--- src/rtl/gmh_pkg.sv ---
// gmh_pkg: shared types and constants for the guide markup to html stream
// used by the front parser, the command queue, the back serializer and top level
package gmh_pkg;

  // reset value of the descramble key
  localparam logic [7:0] KEY_RESET = 8'h1A;

  // configuration register indexes
  localparam logic REG_XOR_KEY = 1'b0;

  // command queue geometry
  localparam int FIFO_AW    = 2;
  localparam int FIFO_DEPTH = 1 << FIFO_AW;

  // kinds of work handed from front to back
  typedef enum logic [2:0] {
    CMD_CHAR = 3'd0,  // one byte, possibly repeated
    CMD_LT   = 3'd1,  // "&lt;"
    CMD_GT   = 3'd2,  // "&gt;"
    CMD_AMP  = 3'd3,  // "&amp;"
    CMD_TAGS = 3'd4   // bold and/or underline tag sequence
  } cmd_op_t;

  // one queued command
  typedef struct packed {
    cmd_op_t    op;
    logic [7:0] ch;
    logic [7:0] rep;
    logic       b_on;
    logic       b_close;
    logic       u_on;
    logic       u_close;
    logic       line_end;
  } cmd_t;

endpackage

--- src/rtl/gmh_front.sv ---
// gmh_front: descrambles each input byte and parses caret markup into commands
// depends on gmh_pkg
module gmh_front import gmh_pkg::*; (
  input  logic       clk,
  input  logic       rst,
  input  logic       accept,
  input  logic [7:0] in_byte,
  input  logic [7:0] xor_key,
  output logic       push,
  output cmd_t       cmd
);

  typedef enum logic [2:0] {
    PH_NORMAL = 3'd0,
    PH_CARET  = 3'd1,
    PH_ATTR_H = 3'd2,
    PH_ATTR_L = 3'd3,
    PH_CHAR_H = 3'd4,
    PH_CHAR_L = 3'd5,
    PH_SPACES = 3'd6
  } phase_t;

  phase_t     phase, phase_next;
  logic [3:0] high_nibble, high_nibble_next;
  logic       bold_open, bold_open_next;
  logic       underline_open, underline_open_next;
  logic [7:0] d;

  // hex digit value, anything else counts as zero
  function automatic logic [3:0] hex_val(input logic [7:0] c);
    logic [3:0] v;
    v = 4'd0;
    if (c >= "0" && c <= "9") v = 4'(c - "0");
    else if (c >= "A" && c <= "F") v = 4'(c - "A" + 8'd10);
    else if (c >= "a" && c <= "f") v = 4'(c - "a" + 8'd10);
    return v;
  endfunction

  // box-drawing to ascii, other unprintables to a dot, zero kept
  function automatic logic [7:0] sane(input logic [7:0] c);
    logic [7:0] r;
    case (c)
      8'hB3, 8'hB4, 8'hB5, 8'hB6, 8'hB9, 8'hBA, 8'hC3, 8'hCC: r = "|";
      8'hC4, 8'hC1, 8'hC2, 8'hC6, 8'hC7, 8'hCA, 8'hCB, 8'hCD,
      8'hCF, 8'hD0, 8'hD1, 8'hD2: r = "-";
      8'hB7, 8'hB8, 8'hBB, 8'hBC, 8'hBD, 8'hBE, 8'hBF, 8'hC0,
      8'hC5, 8'hC8, 8'hC9, 8'hCE, 8'hD3, 8'hD4, 8'hD5, 8'hD6,
      8'hD7, 8'hD8, 8'hD9, 8'hDA: r = "+";
      8'hDB, 8'hDC, 8'hDD, 8'hDE, 8'hDF, 8'hB0, 8'hB1, 8'hB2: r = "#";
      default: begin
        if (c != 8'h00 && (c < 8'h20 || c > 8'h7E)) r = ".";
        else r = c;
      end
    endcase
    return r;
  endfunction

  // command for one text character with html escaping
  function automatic cmd_t html_cmd(input logic [7:0] c);
    cmd_t r;
    r = '0;
    r.rep = 8'd1;
    case (c)
      "<":     r.op = CMD_LT;
      ">":     r.op = CMD_GT;
      "&":     r.op = CMD_AMP;
      8'h00: begin
        r.op = CMD_CHAR;
        r.ch = " ";
      end
      default: begin
        r.op = CMD_CHAR;
        r.ch = c;
      end
    endcase
    return r;
  endfunction

  assign d = in_byte ^ xor_key;

  // parse one byte
  always_comb begin
    phase_next          = phase;
    high_nibble_next    = high_nibble;
    bold_open_next      = bold_open;
    underline_open_next = underline_open;
    push                = 1'b0;
    cmd                 = '0;
    cmd.op              = CMD_CHAR;
    cmd.rep             = 8'd1;
    if (d == 8'h00) begin
      // end of line closes open tags
      cmd.op              = CMD_TAGS;
      cmd.b_on            = bold_open;
      cmd.b_close         = 1'b1;
      cmd.u_on            = underline_open;
      cmd.u_close         = 1'b1;
      cmd.line_end        = 1'b1;
      push                = bold_open | underline_open;
      bold_open_next      = 1'b0;
      underline_open_next = 1'b0;
      phase_next          = PH_NORMAL;
    end else begin
      case (phase)
        PH_CARET: begin
          phase_next = PH_NORMAL;
          case (d)
            "a", "A": phase_next = PH_ATTR_H;
            "c", "C": phase_next = PH_CHAR_H;
            "b", "B": begin
              cmd.op         = CMD_TAGS;
              cmd.b_on       = 1'b1;
              cmd.b_close    = bold_open;
              push           = 1'b1;
              bold_open_next = ~bold_open;
            end
            "u", "U": begin
              cmd.op              = CMD_TAGS;
              cmd.u_on            = 1'b1;
              cmd.u_close         = underline_open;
              push                = 1'b1;
              underline_open_next = ~underline_open;
            end
            "n", "N": begin
              cmd.op              = CMD_TAGS;
              cmd.b_on            = bold_open;
              cmd.b_close         = 1'b1;
              cmd.u_on            = underline_open;
              cmd.u_close         = 1'b1;
              push                = bold_open | underline_open;
              bold_open_next      = 1'b0;
              underline_open_next = 1'b0;
            end
            "r", "R": ;
            "^": begin
              cmd.ch = "^";
              push   = 1'b1;
            end
            default: begin
              // caret dropped, byte handled as in normal text
              if (d == 8'hFF) begin
                phase_next = PH_SPACES;
              end else begin
                cmd  = html_cmd(sane(d));
                push = 1'b1;
              end
            end
          endcase
        end
        PH_ATTR_H: phase_next = PH_ATTR_L;
        PH_ATTR_L: phase_next = PH_NORMAL;
        PH_CHAR_H: begin
          high_nibble_next = hex_val(d);
          phase_next       = PH_CHAR_L;
        end
        PH_CHAR_L: begin
          phase_next = PH_NORMAL;
          cmd        = html_cmd(sane({high_nibble, hex_val(d)}));
          push       = 1'b1;
        end
        PH_SPACES: begin
          phase_next = PH_NORMAL;
          cmd.ch     = " ";
          cmd.rep    = d;
          push       = 1'b1;
        end
        default: begin
          // normal text
          if (d == "^") begin
            phase_next = PH_CARET;
          end else if (d == 8'hFF) begin
            phase_next = PH_SPACES;
          end else begin
            phase_next = PH_NORMAL;
            cmd        = html_cmd(sane(d));
            push       = 1'b1;
          end
        end
      endcase
    end
    push = push & accept;
  end

  // parser state
  always_ff @(posedge clk) begin
    if (rst) begin
      phase          <= PH_NORMAL;
      high_nibble    <= 4'd0;
      bold_open      <= 1'b0;
      underline_open <= 1'b0;
    end else if (accept) begin
      phase          <= phase_next;
      high_nibble    <= high_nibble_next;
      bold_open      <= bold_open_next;
      underline_open <= underline_open_next;
    end
  end

endmodule

--- src/rtl/gmh_fifo.sv ---
// gmh_fifo: short command queue between parser and serializer
// depends on gmh_pkg
module gmh_fifo import gmh_pkg::*; (
  input  logic clk,
  input  logic rst,
  input  logic push,
  input  cmd_t push_cmd,
  input  logic pop,
  output cmd_t head_cmd,
  output logic full,
  output logic empty
);

  cmd_t                 entries [FIFO_DEPTH];
  logic [FIFO_AW-1:0]   wr_ptr;
  logic [FIFO_AW-1:0]   rd_ptr;
  logic [FIFO_AW:0]     count;

  assign full     = (count == (FIFO_AW+1)'(FIFO_DEPTH));
  assign empty    = (count == '0);
  assign head_cmd = entries[rd_ptr];

  // pointers and fill level
  always_ff @(posedge clk) begin
    if (rst) begin
      wr_ptr <= '0;
      rd_ptr <= '0;
      count  <= '0;
    end else begin
      if (push) wr_ptr <= wr_ptr + 1'b1;
      if (pop) rd_ptr <= rd_ptr + 1'b1;
      if (push && !pop) count <= count + 1'b1;
      else if (pop && !push) count <= count - 1'b1;
    end
  end

  // storage
  always_ff @(posedge clk) begin
    if (push) entries[wr_ptr] <= push_cmd;
  end

endmodule

--- src/rtl/gmh_back.sv ---
// gmh_back: expands queued commands into result bytes behind an output register
// depends on gmh_pkg
module gmh_back import gmh_pkg::*; (
  input  logic       clk,
  input  logic       rst,
  input  logic       head_valid,
  input  cmd_t       head_cmd,
  output logic       pop,
  output logic       out_valid,
  input  logic       out_stall,
  output logic [7:0] out_byte,
  output logic [7:0] repeat_res,
  output logic       last,
  output logic       line_end
);

  cmd_t       work;
  logic       work_valid;
  logic [2:0] idx;
  logic [3:0] len;
  logic [3:0] b_len;
  logic       fin;
  logic       adv;
  logic [7:0] cur_byte;

  // one character of "<X>" or "</X>"
  function automatic logic [7:0] tag_char(input logic cls, input logic [7:0] letter,
                                          input logic [2:0] pos);
    logic [7:0] r;
    r = ">";
    if (cls) begin
      case (pos)
        3'd0:    r = "<";
        3'd1:    r = "/";
        3'd2:    r = letter;
        default: r = ">";
      endcase
    end else begin
      case (pos)
        3'd0:    r = "<";
        3'd1:    r = letter;
        default: r = ">";
      endcase
    end
    return r;
  endfunction

  // length of the current command
  always_comb begin
    b_len = work.b_on ? (work.b_close ? 4'd4 : 4'd3) : 4'd0;
    case (work.op)
      CMD_LT, CMD_GT: len = 4'd4;
      CMD_AMP:        len = 4'd5;
      CMD_TAGS:       len = b_len + (work.u_on ? (work.u_close ? 4'd4 : 4'd3) : 4'd0);
      default:        len = 4'd1;
    endcase
  end

  // byte at the current position
  always_comb begin
    case (work.op)
      CMD_LT: begin
        case (idx)
          3'd0:    cur_byte = "&";
          3'd1:    cur_byte = "l";
          3'd2:    cur_byte = "t";
          default: cur_byte = ";";
        endcase
      end
      CMD_GT: begin
        case (idx)
          3'd0:    cur_byte = "&";
          3'd1:    cur_byte = "g";
          3'd2:    cur_byte = "t";
          default: cur_byte = ";";
        endcase
      end
      CMD_AMP: begin
        case (idx)
          3'd0:    cur_byte = "&";
          3'd1:    cur_byte = "a";
          3'd2:    cur_byte = "m";
          3'd3:    cur_byte = "p";
          default: cur_byte = ";";
        endcase
      end
      CMD_TAGS: begin
        if ({1'b0, idx} < b_len) cur_byte = tag_char(work.b_close, "B", idx);
        else cur_byte = tag_char(work.u_close, "U", 3'(idx - b_len[2:0]));
      end
      default: cur_byte = work.ch;
    endcase
  end

  assign fin = ({1'b0, idx} == len - 4'd1);
  assign adv = ~out_valid | ~out_stall;
  assign pop = head_valid & (~work_valid | (adv & fin));

  // work register and output register
  always_ff @(posedge clk) begin
    if (rst) begin
      work_valid <= 1'b0;
      out_valid  <= 1'b0;
    end else begin
      if (adv) begin
        out_valid <= work_valid;
        if (work_valid) begin
          out_byte   <= cur_byte;
          repeat_res <= (work.op == CMD_CHAR) ? work.rep : 8'd1;
          last       <= fin;
          line_end   <= work.line_end;
        end
      end
      if (pop) begin
        work       <= head_cmd;
        idx        <= 3'd0;
        work_valid <= 1'b1;
      end else if (adv && work_valid) begin
        if (fin) work_valid <= 1'b0;
        else idx <= idx + 3'd1;
      end
    end
  end

endmodule

--- src/rtl/guide_markup_to_html_stream.sv ---
// guide_markup_to_html_stream: top level, key register, parser, queue, serializer
// depends on gmh_pkg, gmh_front, gmh_fifo, gmh_back
//
//  channel  | signals                                  | direction
//  ---------+------------------------------------------+----------
//  input    | in_valid, in_stall, in_byte              | in
//  result   | out_valid, out_stall, out_byte,          | out
//           | repeat_res, last, line_end               |
//  config   | psel, penable, pwrite, paddr, pwdata,    | in/out
//           | prdata, pready                           |
//
// one input byte per cycle while the four-entry command queue has room
// escapes and tags expand to 3 to 8 result bytes each at the serializer
// parser to first result passes the queue write, the work register and the output register
// in_stall rises when the queue is full; out_stall holds the output register
// synchronous reset clears parser state, queue and valids; key returns to 0x1A
module guide_markup_to_html_stream import gmh_pkg::*; (
  input  logic        clk,
  input  logic        rst,
  input  logic        in_valid,
  output logic        in_stall,
  input  logic [7:0]  in_byte,
  output logic        out_valid,
  input  logic        out_stall,
  output logic [7:0]  out_byte,
  output logic [7:0]  repeat_res,
  output logic        last,
  output logic        line_end,
  input  logic        psel,
  input  logic        penable,
  input  logic        pwrite,
  input  logic [2:0]  paddr,
  input  logic [31:0] pwdata,
  output logic [31:0] prdata,
  output logic        pready
);

  logic [7:0] xor_key;
  logic       accept;
  logic       push;
  cmd_t       push_cmd;
  cmd_t       head_cmd;
  logic       pop;
  logic       full;
  logic       empty;

  // configuration register
  assign pready = 1'b1;
  assign prdata = (paddr[2] == REG_XOR_KEY) ? {24'd0, xor_key} : 32'd0;

  always_ff @(posedge clk) begin
    if (rst) begin
      xor_key <= KEY_RESET;
    end else if (psel && penable && pwrite && paddr[2] == REG_XOR_KEY) begin
      xor_key <= pwdata[7:0];
    end
  end

  // input handshake
  assign in_stall = full;
  assign accept   = in_valid & ~full;

  gmh_front u_front (
    .clk     (clk),
    .rst     (rst),
    .accept  (accept),
    .in_byte (in_byte),
    .xor_key (xor_key),
    .push    (push),
    .cmd     (push_cmd)
  );

  gmh_fifo u_fifo (
    .clk      (clk),
    .rst      (rst),
    .push     (push),
    .push_cmd (push_cmd),
    .pop      (pop),
    .head_cmd (head_cmd),
    .full     (full),
    .empty    (empty)
  );

  gmh_back u_back (
    .clk        (clk),
    .rst        (rst),
    .head_valid (~empty),
    .head_cmd   (head_cmd),
    .pop        (pop),
    .out_valid  (out_valid),
    .out_stall  (out_stall),
    .out_byte   (out_byte),
    .repeat_res (repeat_res),
    .last       (last),
    .line_end   (line_end)
  );

endmodule

--- config.mk ---
export PLATFORM = sky130hd
export DESIGN_NAME = guide_markup_to_html_stream
export DESIGN_NICKNAME = d
export VERILOG_FILES = /design/src/rtl/gmh_pkg.sv /design/src/rtl/gmh_front.sv /design/src/rtl/gmh_fifo.sv /design/src/rtl/gmh_back.sv /design/src/rtl/guide_markup_to_html_stream.sv
export SDC_FILE = /design/constraint.sdc
export NUM_CORES = 1
export LEC_CHECK = 0
export BUFFER_PORTS_ARGS = -buffer_cell sky130_fd_sc_hd__buf_2
export CELL_PAD_IN_SITES_DETAIL_PLACEMENT = 1
export CELL_PAD_IN_SITES_GLOBAL_PLACEMENT = 1
export CORE_MARGIN = 2
export CORE_UTILIZATION = 40
export CTS_BUF_LIST = sky130_fd_sc_hd__clkbuf_16
export DETAILED_ROUTE_END_ITERATION = 8
export GPL_TIMING_DRIVEN = 0
export PLACE_DENSITY = 0.7
export SYNTH_ARGS = -nofsm -noshare
export SYNTH_HDL_FRONTEND = slang
export SYNTH_SLANG_ARGS = --single-unit
--- constraint.sdc ---
create_clock -name clk -period 4.9 [get_ports clk]
set_input_delay 0.245 -clock clk [delete_from_list [all_inputs] [get_ports clk]]
set_output_delay 0.245 -clock clk [all_outputs]
set_load 0.02 [all_outputs]
==> impl_metrics.env, run 1 <==
export IMPL_status="finished clean"
export IMPL_cp_arrival_ns=4.77
export IMPL_path_clk_slew_ns=0.07
export IMPL_async_flop_share_pct=0
export IMPL_layout_commonest_cell="edfxtp_1"
export IMPL_syn_area_per_cell_um2=11.0
export IMPL_synth_distinct_cells=87
export IMPL_dpl_cell_area_um2=10200
export IMPL_fin_area_um2=11000
export IMPL_preCtsSetupSlack_ns=-0.589
export IMPL_die_w_um=158
export IMPL_start_util_pct=40.5
export IMPL_maxCapViolCount=0
export IMPL_max_slew_margin_rel_pct=36.0
export IMPL_timing_final_crit_share_pct=94.2
export IMPL_p_per_area_nw_per_um2=453
export IMPL_yosysTopAreaCell="edfxtp_1"
export IMPL_setup_ws_ns=0.285
export IMPL_crit_chain="xor2_4 > inv_2 > ha_1 > clkbuf_1 > or3_1 > nand3_1 > nor2_1 > a31oi_2 > a41oi_2 > or3_1 > a311o_2 > a31oi_2 > or2_1 > o41ai_4"
export IMPL_max_vdd_ir_drop_uv=213
export IMPL_vias=7056
export IMPL_finalSetupViolCount=0
export IMPL_ctsLongestPathBuffers=2
export IMPL_synth_edf_count=141
export IMPL_grt_total_usage_pct=20.3
export IMPL_ioPinCount=103
export IMPL_final_nets=1027
export IMPL_die_h_um=158
export IMPL_cp_required_ns=5.06
export IMPL_endpoint_kind="flip-flop"
export IMPL_hold_buffers=0
export IMPL_die_area_um2=24900
export IMPL_dpl_cell_count=1255
export IMPL_post_drt_wl_per_cell_um=18.8
export IMPL_cts_buffers=17
export IMPL_antenna_found_initial=0
export IMPL_postRouteAntennaNets=0
export IMPL_grt_max_degree=25
export IMPL_clk_latency_ns=0.43
export IMPL_h_tree_depth=4
export IMPL_leakage_nw=3.92
export IMPL_max_clock_freq_ghz=0.217
export IMPL_syn_area_um2=9460
export IMPL_critPathLaunchType="flip-flop"
export IMPL_place_gp_congestion=0.876
export IMPL_finalCriticalPeriod_ns=4.61
export IMPL_power_mw=4.96
export IMPL_totalWireLength_mm=24.2
export IMPL_finalHoldViolCount=0
export IMPL_synth_cells=857
export IMPL_syn2layout_area_growth_pct=15.9
export IMPL_overflow=0
export IMPL_post_route_util_pct=47.0
export IMPL_synth_top_cell_area_share_pct=44.8
export IMPL_final_max_slew_viol_count=0
export IMPL_post_cts_buffers=0
export IMPL_critPathMaxStageDelay_ns=0.51
export IMPL_grt_pass1_vias=7315
export IMPL_synthTopCellsByArea="edfxtp_1 (45%), mux4_2 (5.7%), dfxtp_1 (5.5%)"
export IMPL_dp_hpwl_mm=17.6
export IMPL_final_cell_mix="edfxtp_1 (141), nor2_1 (84), nand2_1 (77), buf_2 (56), a21oi_1 (48)"
export IMPL_cts_tree="built"
export IMPL_critPathMaxFanout=10
export IMPL_crit_slowest_cell="or3_1"
export IMPL_std_cell_rows=56
export IMPL_first_pass_iters=5
export IMPL_drt_iter0_markers=323
export IMPL_crit_start="xor_key[1]"
export IMPL_layout_drive_gt1_share_pct=20.0
export IMPL_ff2ff_path_depth=14
export IMPL_hold_ws_ns=0.0256
export IMPL_r2r_end="u_fifo.entries[0][14]"
export IMPL_cts_root_buffer="clkbuf_16"
export IMPL_instances_no_fill=1286
export IMPL_ys_seq_elements=167
export IMPL_ys_flop_type="edfxtp_1"
export IMPL_fin_skew_ns=0.0133
export IMPL_antenna_cells=0
export IMPL_cts_sink_count=167
export IMPL_grt_first_pass_wirelength_mm=39.3
export IMPL_crit_end="u_fifo.entries[0][14]"
export IMPL_yosysSeqAreaShare_pct=50.3
export IMPL_core_area_um2=23300
export IMPL_yosysWarnings=0
export IMPL_min_path_type="input port to flip-flop"
export IMPL_tightest_slew_ns=0.960
export IMPL_port_buffers=50
export IMPL_r2r_slack_ns=0.29
export IMPL_route_detailed_drc=0
export IMPL_viasPerCell=5.49
export IMPL_setup_tns_ns=0
export IMPL_path_class="flip-flop to flip-flop"
export IMPL_reg2reg_from="xor_key[1]"
[timing repair]
item | CTS | global route
pin swaps | 0 | 0
setup endpoints to repair | 117 | 126
gates resized for setup | 9 | 16
[where the power goes]
part	switching, mW	internal [mW]
clock network	0.636	0.735
logic	0.979	0.629
registers	0.114	1.87
[flip-flops by register name (all words and copies together), names as in the netlist, 2 cells and up]
| register | count |
|---|---|
| u_back.work | 24 |
| u_back.idx | 3 |
| u_fifo.rd_ptr | 2 |
| u_fifo.count | 3 |
| u_back.repeat_res | 8 |
| u_back.out_byte | 8 |
| u_fifo.entries | 96 |
| u_front.high_nibble | 4 |
| u_fifo.wr_ptr | 2 |
| xor_key | 8 |
| u_front.phase | 3 |
[cells by family after synthesis]
logic type               count (synthesis)  share of synthesized area, %
AO/OA/AOI/OAI                          194                          14.4
XOR/XNOR                                31                          3.47
adder cells (fa/ha/maj)                 23                          3.36
buffers and inverters                   87                          4.60
flip-flops                             167                          50.3
multiplexers                            36                          7.02
other                                    2                        0.0794
AND/OR/NAND/NOR                        317                          16.8
[synthesized netlist by cell type (6+ instances only)]
library cell	n
nor3b_1	7
dfxtp_1	26
nor3_1	18
buf_4	27
o21ai_0	39
a21oi_1	50
inv_1	17
or2_2	6
nand2b_1	6
o21bai_1	7
nand2_1	77
and2_1	20
clkbuf_1	30
a31oi_1	8
o31ai_1	6
edfxtp_1	141
ha_1	19
mux2i_1	9
mux4_2	24
nor2b_1	16
buf_2	6
and3_1	9
o211ai_1	9
nand4_1	11
xor2_1	10
nor2_1	87
or3_1	7
xnor2_1	15
nand3_1	26
[worst min-delay path by stage]
stage / from / end / slack (ns) / depth (start not counted)
6_report: pwdata[1] / xor_key[1] / 0.03 / 3
5_1_grt: pwdata[1] / xor_key[1] / 0.04 / 3
4_1_cts: pwdata[1] / xor_key[1] / 0.01 / 3
3_5_place_dp: u_back.work[0] / u_back.line_end / 0.46 / 0
3_3_place_gp: u_back.work[0] / u_back.line_end / 0.43 / 0
2_1_floorplan: pwdata[1] / xor_key[1] / 0.37 / 2
[layer usage]
layer,routed length [µm],share of wire (%),vias to the layer above,track usage (%)
met5,0,0,-,0
met4,333,1.4,0,5.67
met3,653,2.7,24,2.55
met2,12200,51,118,35.9
met1,11000,45,3514,26.2
li1,-,-,3400,-
[worst max-delay path, delay by kind of cell, from the launching register on]
family	cells	cell delay (ns)
AND/OR/NAND/NOR	5	1.40
flip-flops	1	0.44
AO/OA/AOI/OAI	5	1.45
buffers and inverters	2	0.44
adder cells (fa/ha/maj)	1	0.26
XOR/XNOR	1	0.33
[area by class of cell]
type	instances	area (µm²)
Fill cell	2594	12400
Sequential cell	167	4750
Multi-Input combinational cell	630	4480
Clock buffer	17	425
Tap cell	319	399
Buffer	67	364
Timing Repair Buffer	52	280
Clock inverter	15	185
Inverter	19	71.3
Note: power is estimated with default switching activity, not from simulation.
==> inputs of run 2 (changes only) <==
--- a/config.mk
+++ b/config.mk
@@ -8,6 +8,7 @@
 export BUFFER_PORTS_ARGS = -buffer_cell sky130_fd_sc_hd__buf_2
 export CELL_PAD_IN_SITES_DETAIL_PLACEMENT = 1
 export CELL_PAD_IN_SITES_GLOBAL_PLACEMENT = 1
+export CORE_ASPECT_RATIO = 1.75
 export CORE_MARGIN = 2
 export CORE_UTILIZATION = 40
 export CTS_BUF_LIST = sky130_fd_sc_hd__clkbuf_16
==> impl_metrics.env, run 2 (synthesis results as in run 1) <==
export IMPL_hp_start="pwdata[1]"
export IMPL_critPathMaxFanout=10
export IMPL_hold_buffers=0
export IMPL_cts_root_buffer="clkbuf_16"
export IMPL_min_delay_path_depth=3
export IMPL_std_cell_rows=74
export IMPL_finalCriticalPeriod_ns=4.65
export IMPL_die_w_um=120
export IMPL_drt_iter0_markers=342
export IMPL_final_nets=1034
export IMPL_r2r_end="u_fifo.entries[3][14]"
export IMPL_finalHoldViolCount=0
export IMPL_grt_first_pass_wirelength_mm=41.4
export IMPL_switchingPower_mw=1.75
export IMPL_cts_tree="built"
export IMPL_reg2reg_from="xor_key[1]"
export IMPL_cts_sink_count=167
export IMPL_seq_power_share_pct=40.2
export IMPL_ioPinCount=103
export IMPL_p_per_area_nw_per_um2=452
export IMPL_start_util_pct=40.5
export IMPL_dp_hpwl_mm=20.0
export IMPL_max_clock_freq_ghz=0.215
export IMPL_final_cell_mix="edfxtp_1 (141), nor2_1 (84), nand2_1 (77), buf_2 (56), a21oi_1 (48)"
export IMPL_route_detailed_drc=0
export IMPL_h_tree_depth=4
export IMPL_switching_share_pct=35.5
export IMPL_cts_buffers=17
export IMPL_cp_arrival_ns=4.84
export IMPL_post_drt_wl_per_cell_um=20.4
export IMPL_timing_final_crit_share_pct=95.0
export IMPL_leakage_nw=3.93
export IMPL_first_pass_iters=4
export IMPL_grt_max_degree=25
export IMPL_setup_ws_ns=0.245
export IMPL_rsz0062_at_grt="false"
export IMPL_viasPerCell=5.62
export IMPL_setup_tns_ns=0
export IMPL_clockPowerShare_pct=26.6
export IMPL_core_area_um2=23300
export IMPL_layout_commonest_cell="edfxtp_1"
export IMPL_max_slew_margin_rel_pct=7.73
export IMPL_top_regs="u_fifo.entries: 96 flops, u_back.work: 24 flops"
export IMPL_largest_reg_flops=96
export IMPL_min_path_type="input port to flip-flop"
export IMPL_finalSetupViolCount=0
export IMPL_instances_no_fill=1278
export IMPL_preCtsSetupSlack_ns=-0.577
export IMPL_grt_total_usage_pct=21.5
export IMPL_critPathLaunchType="flip-flop"
export IMPL_dpl_cell_count=1240
export IMPL_overflow=0
export IMPL_hold_path_end="xor_key[1]"
export IMPL_final_max_slew_viol_count=0
export IMPL_nFillCells=2655
export IMPL_maxCapViolCount=0
export IMPL_die_area_um2=24900
export IMPL_vias=7187
export IMPL_cp_required_ns=5.08
export IMPL_postRouteAntennaNets=0
export IMPL_p_int_mw=3.18
export IMPL_antenna_cells=0
export IMPL_totalWireLength_mm=26.0
export IMPL_max_vdd_ir_drop_uv=208
export IMPL_path_class="flip-flop to flip-flop"
export IMPL_fin_skew_ns=0.00961
export IMPL_port_buffers=50
export IMPL_regMostFlops="u_fifo.entries"
export IMPL_path_clk_slew_ns=0.07
export IMPL_tightest_slew_ns=1.38
export IMPL_die_h_um=207
export IMPL_status="finished clean"
export IMPL_ctsLongestPathBuffers=2
export IMPL_syn2layout_area_growth_pct=15.5
export IMPL_endpoint_kind="flip-flop"
export IMPL_clk_latency_ns=0.44
export IMPL_comb_power_share_pct=33.1
export IMPL_r2r_slack_ns=0.25
export IMPL_place_gp_congestion=0.879
export IMPL_antenna_found_initial=0
export IMPL_layout_drive_gt1_share_pct=20.1
export IMPL_ff2ff_path_depth=14
export IMPL_grt_pass1_vias=7663
## run 2: timing repair
| action | in CTS | in global routing |
|---|---|---|
| gates cloned | 0 | 0 |
| gates resized for setup | 8 | 8 |
| setup buffers | 0 | 8 |
| endpoints found under the setup margin | 128 | 101 |
| pin swaps | 0 | 3 |
## run 2: per-stage QoR
stage	power, mW	area [µm²]	hold WS [ns]	utilization (%)
after CTS	4.97	10800	0.00196	46.5
after global placement	3.57	10200	0.438	43.7
after floorplan	3.16	9560	0.369	-
final	4.93	10900	0.0154	46.8
after detailed placement	3.64	10200	0.438	43.8
after global routing	5.21	10900	0.0224	46.8
## run 2: final cells by class
type                    instances  area, µm²  area share (%)
multi-input cells             630       4450            40.7
repair buffers                 60        337            3.08
clock inverters                15        149            1.36
clock buffers                  17        425            3.90
flip-flops and latches        167       4750            43.5
plain buffers                  66        359            3.29
inverters                      19       71.3           0.653
well taps                     304        380            3.48
## run 2: critical path: stages, from the launching register on
cell and delay [ns]:
dfxtp_1 0.43, xor2_4 0.29, inv_2 0.18, ha_1 0.26, clkbuf_1 0.25, or2_2 0.38, a21oi_1 0.31, nor2_1 0.18
mux2_2 0.35, o31ai_4 0.43, a21oi_1 0.22, nor2_2 0.26, nor3_1 0.10, and3_1 0.24, o41ai_2 0.50
## run 2: power groups by stage
stage / logic [mW] / registers (mW) / clock network, mW
finish: 1.63 / 1.99 / 1.31
global route: 1.82 / 2.01 / 1.39
CTS: 1.65 / 1.99 / 1.34
detailed placement: 1.62 / 2.02 / 0
global placement: 1.56 / 2.01 / 0
floorplan: 1.14 / 2.02 / 0
## run 2: per-layer routing
| metal | part of all wire [%] | wire length (µm) | track usage [%] |
|---|---|---|---|
| met1 | 34 | 8850 | 19.7 |
| met5 | 0 | 0 | 0 |
| met3 | 2.7 | 693 | 3.74 |
| met4 | 6.1 | 1590 | 13.4 |
| met2 | 57 | 14900 | 42.3 |
## run 2: worst max path at each step
stage | to | start | slack [ns]
floorplan | u_fifo.count[2] | xor_key[0] | 0.77
detailed placement | u_fifo.entries[0][14] | xor_key[0] | -0.58
global route | u_fifo.entries[1][14] | xor_key[1] | 0.04
global placement | u_fifo.entries[0][14] | in_byte[0] | -0.53
CTS | u_fifo.entries[2][18] | xor_key[0] | 0.001
finish | u_fifo.entries[3][14] | xor_key[1] | 0.25
